[src/assert_macros.svh]
// ------------------------------------------------------------------------
// assert_macros.svh
// Concurrent assertion helpers for the peak decimator RTL
// ------------------------------------------------------------------------
`ifndef ASSERT_MACROS_SVH
`define ASSERT_MACROS_SVH

`ifndef NO_ASSERTIONS

// property must hold at every clock edge out of reset
`define APD_ASSERT(lbl, clk, rst_n, prop) \
    lbl: assert property (@(posedge clk) disable iff (!rst_n) prop) \
        else $error("apd assertion failed");

// condition must never be seen at a clock edge out of reset
`define APD_ASSERT_NEVER(lbl, clk, rst_n, cond) \
    lbl: assert property (@(posedge clk) disable iff (!rst_n) !(cond)) \
        else $error("apd forbidden condition seen");

`else

`define APD_ASSERT(lbl, clk, rst_n, prop)
`define APD_ASSERT_NEVER(lbl, clk, rst_n, cond)

`endif

`endif

[src/apd_pkg.sv]
// ------------------------------------------------------------------------
// apd_pkg
// Types and constants of the audio peak decimator
// ------------------------------------------------------------------------
`timescale 1ns / 1ps

package apd_pkg;

    // sizes
    localparam int MAX_CHANNELS  = 8;
    localparam int CH_BITS       = 3;
    localparam int SAMPLE_BITS   = 24;
    localparam int PEAK_MAX_BITS = SAMPLE_BITS - 1;
    localparam int CHUNK_BITS    = 17;
    localparam int CCNT_BITS     = 4;
    localparam int OUT_DATA_BITS = 48;

    // register reset values
    localparam logic [CHUNK_BITS-1:0] RESET_CHUNK_SIZE    = 17'd256;
    localparam logic [CCNT_BITS-1:0]  RESET_CHANNEL_COUNT = 4'd2;

    // register indexes
    localparam logic REG_CHUNK_SIZE    = 1'b0;
    localparam logic REG_CHANNEL_COUNT = 1'b1;

    typedef logic signed [SAMPLE_BITS-1:0]   t_sample;
    typedef logic        [PEAK_MAX_BITS-1:0] t_peak_max;
    typedef t_sample   [MAX_CHANNELS-1:0]    t_min_vec;
    typedef t_peak_max [MAX_CHANNELS-1:0]    t_max_vec;

    // control from the sequencer to the channel store
    typedef struct packed {
        logic               upd;
        logic               clr;
        logic [CH_BITS-1:0] ch;
    } t_store_ctrl;

endpackage

[src/apd_peak_store.sv]
// ------------------------------------------------------------------------
// apd_peak_store
// Running min and max per channel, one compare-update per request
// ------------------------------------------------------------------------
`timescale 1ns / 1ps

module apd_peak_store (
    input  logic                 i_clk,
    input  logic                 i_rst_n,
    input  apd_pkg::t_store_ctrl i_ctrl,
    input  apd_pkg::t_sample     i_sample,
    output apd_pkg::t_min_vec    o_min_upd,
    output apd_pkg::t_max_vec    o_max_upd
);
    import apd_pkg::*;

    t_min_vec r_min;
    t_max_vec r_max;
    logic     s_nonneg;

    assign s_nonneg = ~i_sample[SAMPLE_BITS-1];

    // stores with the incoming sample folded into its channel
    always_comb begin
        o_min_upd = r_min;
        o_max_upd = r_max;
        for (int i = 0; i < MAX_CHANNELS; i++) begin
            if (i_ctrl.ch == CH_BITS'(i)) begin
                if (i_sample < r_min[i]) begin
                    o_min_upd[i] = i_sample;
                end
                if (s_nonneg && (i_sample[PEAK_MAX_BITS-1:0] > r_max[i])) begin
                    o_max_upd[i] = i_sample[PEAK_MAX_BITS-1:0];
                end
            end
        end
    end

    // clear at reset or chunk end, else keep the update
    always_ff @(posedge i_clk) begin
        if (!i_rst_n || (i_ctrl.upd && i_ctrl.clr)) begin
            r_min <= '0;
            r_max <= '0;
        end else if (i_ctrl.upd) begin
            r_min <= o_min_upd;
            r_max <= o_max_upd;
        end
    end

endmodule

[src/audio_peak_decimator_unit.sv]
// The first peak of a chunk is shown in the cycle after the request that ends it.
// Throughput: one sample per cycle; a chunk's burst drains one peak per cycle from a
// snapshot bank while tready is high; input only waits if a chunk ends during a burst.
// Reset (i_rst_n low at a clock edge) clears all peaks and positions and loads
// chunk_size 256 and channel_count 2.
// ------------------------------------------------------------------------
// audio_peak_decimator_unit
// Min/max peak decimation of an interleaved multi-channel sample stream
// ------------------------------------------------------------------------
`timescale 1ns / 1ps

`include "assert_macros.svh"

module audio_peak_decimator_unit (
    input  logic                              i_clk,
    input  logic                              i_rst_n,
    // configuration write
    input  logic                              i_cfg_valid,
    output logic                              o_cfg_ready,
    input  logic                              i_cfg_index,
    input  logic [apd_pkg::CHUNK_BITS-1:0]    i_cfg_data,
    // sample stream
    input  logic                              s_axis_tvalid,
    output logic                              s_axis_tready,
    input  logic [apd_pkg::SAMPLE_BITS-1:0]   s_axis_tdata,   // [23:0] sample
    // peak stream
    output logic                              m_axis_tvalid,
    input  logic                              m_axis_tready,
    output logic [apd_pkg::OUT_DATA_BITS-1:0] m_axis_tdata,   // [23:0] peak_min,
                                                              // [46:24] peak_max, [47] 0
    output logic [apd_pkg::CH_BITS-1:0]       m_axis_tuser,   // [2:0] channel
    output logic                              m_axis_tlast    // last_of_run
);
    import apd_pkg::*;

    logic [CHUNK_BITS-1:0] r_chunk_size;
    logic [CCNT_BITS-1:0]  r_channel_count;
    logic [CH_BITS-1:0]    r_ch_pos;
    logic [CHUNK_BITS-1:0] r_frame_pos;

    logic                  r_busy;
    logic [CH_BITS-1:0]    r_out_ch;
    logic [CH_BITS-1:0]    r_out_last;
    t_min_vec              r_snap_min;
    t_max_vec              r_snap_max;

    logic [CCNT_BITS-1:0]  nch;
    logic [CCNT_BITS-1:0]  nch_m1;
    logic                  frame_end;
    logic [CHUNK_BITS-1:0] n_frame_pos;
    logic                  chunk_end;
    logic                  in_acc;
    logic                  out_acc;
    logic                  out_done;
    t_store_ctrl           store_ctrl;
    t_min_vec              min_upd;
    t_max_vec              max_upd;

    // configuration registers
    assign o_cfg_ready = 1'b1;

    always_ff @(posedge i_clk) begin
        if (!i_rst_n) begin
            r_chunk_size    <= RESET_CHUNK_SIZE;
            r_channel_count <= RESET_CHANNEL_COUNT;
        end else if (i_cfg_valid) begin
            case (i_cfg_index)
                REG_CHUNK_SIZE:    r_chunk_size    <= i_cfg_data;
                REG_CHANNEL_COUNT: r_channel_count <= i_cfg_data[CCNT_BITS-1:0];
                default: ;
            endcase
        end
    end

    // active channel count, zero taken as one, clamped to the store depth
    always_comb begin
        if (r_channel_count == '0) begin
            nch = CCNT_BITS'(1);
        end else if (r_channel_count > CCNT_BITS'(MAX_CHANNELS)) begin
            nch = CCNT_BITS'(MAX_CHANNELS);
        end else begin
            nch = r_channel_count;
        end
    end
    assign nch_m1 = nch - CCNT_BITS'(1);

    // frame and chunk boundaries, from state only
    assign frame_end   = ({1'b0, r_ch_pos} + CCNT_BITS'(1)) >= nch;
    assign n_frame_pos = r_frame_pos + CHUNK_BITS'(1);
    assign chunk_end   = frame_end && (n_frame_pos >= r_chunk_size);

    // handshakes
    assign out_acc       = m_axis_tvalid && m_axis_tready;
    assign out_done      = out_acc && m_axis_tlast;
    assign s_axis_tready = !chunk_end || !r_busy || out_done;
    assign in_acc        = s_axis_tvalid && s_axis_tready;

    // position counters
    always_ff @(posedge i_clk) begin
        if (!i_rst_n) begin
            r_ch_pos    <= '0;
            r_frame_pos <= '0;
        end else if (in_acc) begin
            if (!frame_end) begin
                r_ch_pos <= r_ch_pos + CH_BITS'(1);
            end else begin
                r_ch_pos    <= '0;
                r_frame_pos <= chunk_end ? '0 : n_frame_pos;
            end
        end
    end

    // per-channel running peaks
    assign store_ctrl.upd = in_acc;
    assign store_ctrl.clr = chunk_end;
    assign store_ctrl.ch  = r_ch_pos;

    apd_peak_store u_store (
        .i_clk     (i_clk),
        .i_rst_n   (i_rst_n),
        .i_ctrl    (store_ctrl),
        .i_sample  (s_axis_tdata),
        .o_min_upd (min_upd),
        .o_max_upd (max_upd)
    );

    // burst control: capture at chunk end, drain one peak per request
    always_ff @(posedge i_clk) begin
        if (!i_rst_n) begin
            r_busy     <= 1'b0;
            r_out_ch   <= '0;
            r_out_last <= '0;
        end else if (in_acc && chunk_end) begin
            r_busy     <= 1'b1;
            r_out_ch   <= '0;
            r_out_last <= nch_m1[CH_BITS-1:0];
        end else if (out_done) begin
            r_busy <= 1'b0;
        end else if (out_acc) begin
            r_out_ch <= r_out_ch + CH_BITS'(1);
        end
    end

    // snapshot bank, head entry is the peak on the bus
    always_ff @(posedge i_clk) begin
        if (in_acc && chunk_end) begin
            r_snap_min <= min_upd;
            r_snap_max <= max_upd;
        end else if (out_acc) begin
            for (int i = 0; i < MAX_CHANNELS - 1; i++) begin
                r_snap_min[i] <= r_snap_min[i+1];
                r_snap_max[i] <= r_snap_max[i+1];
            end
        end
    end

    // peak stream
    assign m_axis_tvalid = r_busy;
    assign m_axis_tdata  = {1'b0, r_snap_max[0], r_snap_min[0]};
    assign m_axis_tuser  = r_out_ch;
    assign m_axis_tlast  = (r_out_ch == r_out_last);

    // checks
    `APD_ASSERT(a_out_ch_range, i_clk, i_rst_n, r_busy |-> (r_out_ch <= r_out_last))
    `APD_ASSERT(a_no_overrun, i_clk, i_rst_n,
        (in_acc && chunk_end) |-> (!r_busy || out_done))
    `APD_ASSERT(a_burst_start, i_clk, i_rst_n,
        (in_acc && chunk_end) |=> (m_axis_tvalid && (m_axis_tuser == '0)))
    `APD_ASSERT(a_burst_end, i_clk, i_rst_n,
        (out_done && !(in_acc && chunk_end)) |=> !m_axis_tvalid)
    `APD_ASSERT_NEVER(a_peak_sign, i_clk, i_rst_n,
        m_axis_tvalid && (m_axis_tdata[SAMPLE_BITS-1:0] != '0)
        && !m_axis_tdata[SAMPLE_BITS-1])

endmodule
[config.mk]
export PLATFORM = sky130hd
export DESIGN_NAME = audio_peak_decimator_unit
export DESIGN_NICKNAME = d
export VERILOG_FILES = /design/src/apd_pkg.sv /design/src/apd_peak_store.sv /design/src/audio_peak_decimator_unit.sv
export VERILOG_INCLUDE_DIRS = /design/src /design/src/src
export SDC_FILE = /design/constraint.sdc
export NUM_CORES = 2
export LEC_CHECK = 0
export BUFFER_PORTS_ARGS = -buffer_cell sky130_fd_sc_hd__buf_2
export CAP_MARGIN = 20
export CORE_MARGIN = 2
export CORE_UTILIZATION = 40
export DETAILED_ROUTE_END_ITERATION = 6
export PLACE_DENSITY_LB_ADDON = 0.1
export SETUP_SLACK_MARGIN = 0.02
export SLEW_MARGIN = 20
export SYNTH_ARGS = -nofsm -noshare
export SYNTH_HDL_FRONTEND = slang
export SYNTH_SLANG_ARGS = --single-unit
[constraint.sdc]
create_clock -name i_clk -period 27.5 [get_ports i_clk]
set_input_delay 0 -clock i_clk [delete_from_list [all_inputs] [get_ports i_clk]]
set_output_delay 0 -clock i_clk [all_outputs]
set_load 0.01 [all_outputs]
==> flow_summary_export.csv <==
group,metric,value,unit
floorplan,initial_core_util,40.26,%
floorplan,dieArea,0.1119,mm²
route,viasPerCell,5.491,
floorplan,coreArea,0.1086,mm²
global_routing,grt_overflow,0,
place,place_congestion,0.8213,
critical_path,worst_ep_required_time,28.09,ns
layout,synthToLayoutAreaGrowth,12.27,%
synthesis,ys.flop_type,"dfxtp_1",
layout,fin_util,45.20,%
cts,cts_tree,"built",
power,power_leakage,18.90,nW
cts,cts_resized,0,
cts,cts_max_path_buffers,3,
global_routing,grt_use_total,24.67,%
floorplan,rows,121,
critical_path,critPathBufInv,4,
synthesis,yosysSeqAreaShare,45.26,%
route,num_vias,34340,
cts,clk_latency,0.68,ns
sta,setup_viol,0,
critical_path,worstSetupEndpointType,"flip-flop",
critical_path,path_cells,"ha_1 > and3_1 > and3_1 > nand3_1 > inv_1 > and3_1 > xor2_1 > ha_1 > a21o_1 > a21o_1 > a221o_1 > and4_4 > a21oi_4 > buf_12 > and2_4 > buf_12 > nand2_1 > buf_4 > o21ai_0",
sta,setup_ws,20.73,ns
global_routing,grt_pass1_vias,32000,
global_routing,antenna_found_initial,7,
critical_path,crit_top_cell,"and3_1",
sta,timing.final.crit_share,24.61,%
floorplan,die_h,334.5,µm
critical_path,crit_family,"simple AND/OR/NAND/NOR gates",
sta,rsz0062_at_grt,"false",
cts,h-tree-depth,3,
sta,drv_slew,0,
layout,multi_input_comb_area,0.02083,mm²
cts,clk_pin_slew,0.06,ns
sta,min_period,6.767,ns
synthesis,netlist_area,0.04370,mm²
synthesis,syn_avg_cell_area,9.192,µm²
layout,register_area,0.01978,mm²
critical_path,crit_type,"flip-flop to flip-flop",
synthesis,synth_top_cell_by_area,"edfxtp_1",
floorplan,io-pin-count,102,
synthesis,synth_area_leaders,"edfxtp_1 (26%), dfxtp_1 (19%), ha_1 (11%)",
sta,skew,0.02508,ns
critical_path,cp_max_fo,156,
cts,cts_sinks,800,
route,dr.pass1.iters,6,
synthesis,synth_commonest_cells,"nand2_1 (574), o21ai_0 (469), dfxtp_1 (424), inv_1 (403), ha_1 (398)",
synthesis,synth_most_common_cell,"nand2_1",
cts,clockRootBuffer,"clkbuf_16",
place,dpl_worst_slack,20.36,ns
cts,cts_made_buffers,96,
global_routing,grtUsageMet1,37.39,%
sta,max_slew.worst_pin.slew,1.180,ns
status,outcome,"complete, no violations",
synthesis,synth-edff-count,376,
synthesis,synth_top_area_share,25.84,%
global_routing,grt_max_degree,157,
synthesis,synth_nets,5199,
synthesis,synthArstFlopShare,0,%
cts,cts_hold_buf,74,
synthesis,yosysWarnings,0,
critical_path,arrival,7.36,ns
sta,fmax,147.8,MHz
global_routing,grt_pass1_wl,207800,µm
place,placed_cells,5993,
synthesis,yosysUniqueCellTypes,64,
layout,finalNonFillerCells,6253,
power,power,0.002803,W
place,port_buffers,99,
route,wl,140300,µm
critical_path,slowest_stage,"and2_4",
sta,relSlewSlack,21.04,%
synthesis,syn_inst,4754,
sta,hold_viol,0,
place,dp_hpwl,91370,µm
critical_path,cp-start-kind,"flip-flop",
layout,nNetsFinal,5200,
global_routing,met3_usage,3.071,%
critical_path,crit_path_max_incr_delay,0.77,ns
route,wl_per_cell,22.44,µm
worst_hold_path,worstHoldPathType,"input pin to flip-flop",
route,ant_nets,0,
flow_run,drv_cap,0,
cts,cts_setup_buffers,0,
global_routing,busiest_layer,"met1",
synthesis,synth-seq-cells,800,
sta,fin_setup_tns,0,ns
power,max-vdd-ir-drop,0.04302,mV
route,drc,0,
power,cellPowerDensity,57.12,mW/mm²
floorplan,dieWidth,334.5,µm
route,dr.first_iter.drc_count,2909,
global_routing,met2_usage,35.87,%
layout,fillers,10500,
layout,drive_gt1_share,8.709,%
[worst reg2reg max path: cells and delay by family (launching register included)]
family / cells / cell delay, ns
buffers and inverters: 4 / 1.73
AO/OA/AOI/OAI: 5 / 1.00
XOR/XNOR: 1 / 0.19
AND/OR/NAND/NOR: 7 / 2.89
adder cells (fa/ha/maj): 2 / 0.50
flip-flops: 1 / 0.37
[registers in the layout (all words and copies together), names as in the netlist, 3 cells and up]
register	count
r_out_last	3
r_snap_min	168
u_store.r_min	192
r_snap_max	161
u_store.r_max	184
m_axis_tuser	3
r_frame_pos	17
r_chunk_size	17
r_channel_count	4
r_ch_pos	3
m_axis_tdata	47
[cells by family after synthesis]
group | after synthesis | synth area share, %
AOI/OAI and AO/OA | 1112 | 15.43
xor gates and xnor gates | 21 | 0.4209
adders and majority gates | 398 | 11.40
buffers and inverters | 768 | 7.610
DFF | 800 | 45.26
muxes | 219 | 5.156
other | 2 | 0.01719
and+or+nand+nor | 1434 | 14.71
[final cells by class]
class	instances	share of cell area [%]
clock buffers	137	5.690
well taps	1414	3.606
multi-input cells	3186	42.45
inverters	405	3.109
flip-flops and latches	800	40.31
diodes	5	0.02550
repair buffers	266	4.142
clock inverters	40	0.6631
[cells in the final DEF, fill, tap and decap left out, types with 72 or more instances in the layout]
master	n
o21ai_0	468
buf_4	86
edfxtp_1	376
a21oi_1	290
dfxtp_1	424
mux2i_1	171
dlygate4sd3_1	74
ha_1	398
a221o_1	72
nor3_1	72
nand2_1	568
clkbuf_16	100
inv_1	403
nand3_1	351
buf_2	99
nor2_1	248
[power by group]
group | internal [W] | leakage [nW] | switching [W]
Combinational | 0.0000812 | 10.7 | 0.000183
Sequential | 0.00126 | 6.71 | 0.00000767
Clock | 0.000748 | 1.52 | 0.000526
Total | 0.00209 | 18.9 | 0.000717
[final timing paths]
kind,startpoint,endpoint,slack [ns],cells after the start
setup / recovery,r_frame_pos[0],u_store.r_max[91],20.73,19
hold / removal,s_axis_tdata[19],r_snap_min[43],0.15,4
setup reg to reg,r_frame_pos[0],u_store.r_max[91],20.73,19
hold reg to reg,u_store.r_min[75],u_store.r_min[75],0.46,2
[per-stage QoR]
step / cell area, µm² / hold WS (ns)
final: 49060 / 0.1500
after global routing: 49050 / 0.1609
after CTS: 48950 / 0.1086
after detailed placement: 45090 / 0.2348
after global placement: 45090 / 0.2271
after floorplan: 43700 / 0.1386
[per-layer routing]
layer	part of all wire [%]	vias to the layer above
li1	-	16810
met4	3.2	0
met1	50	16460
met3	6.1	167
met2	41	892
met5	0	-
Note: power is estimated with default switching activity, not from simulation.
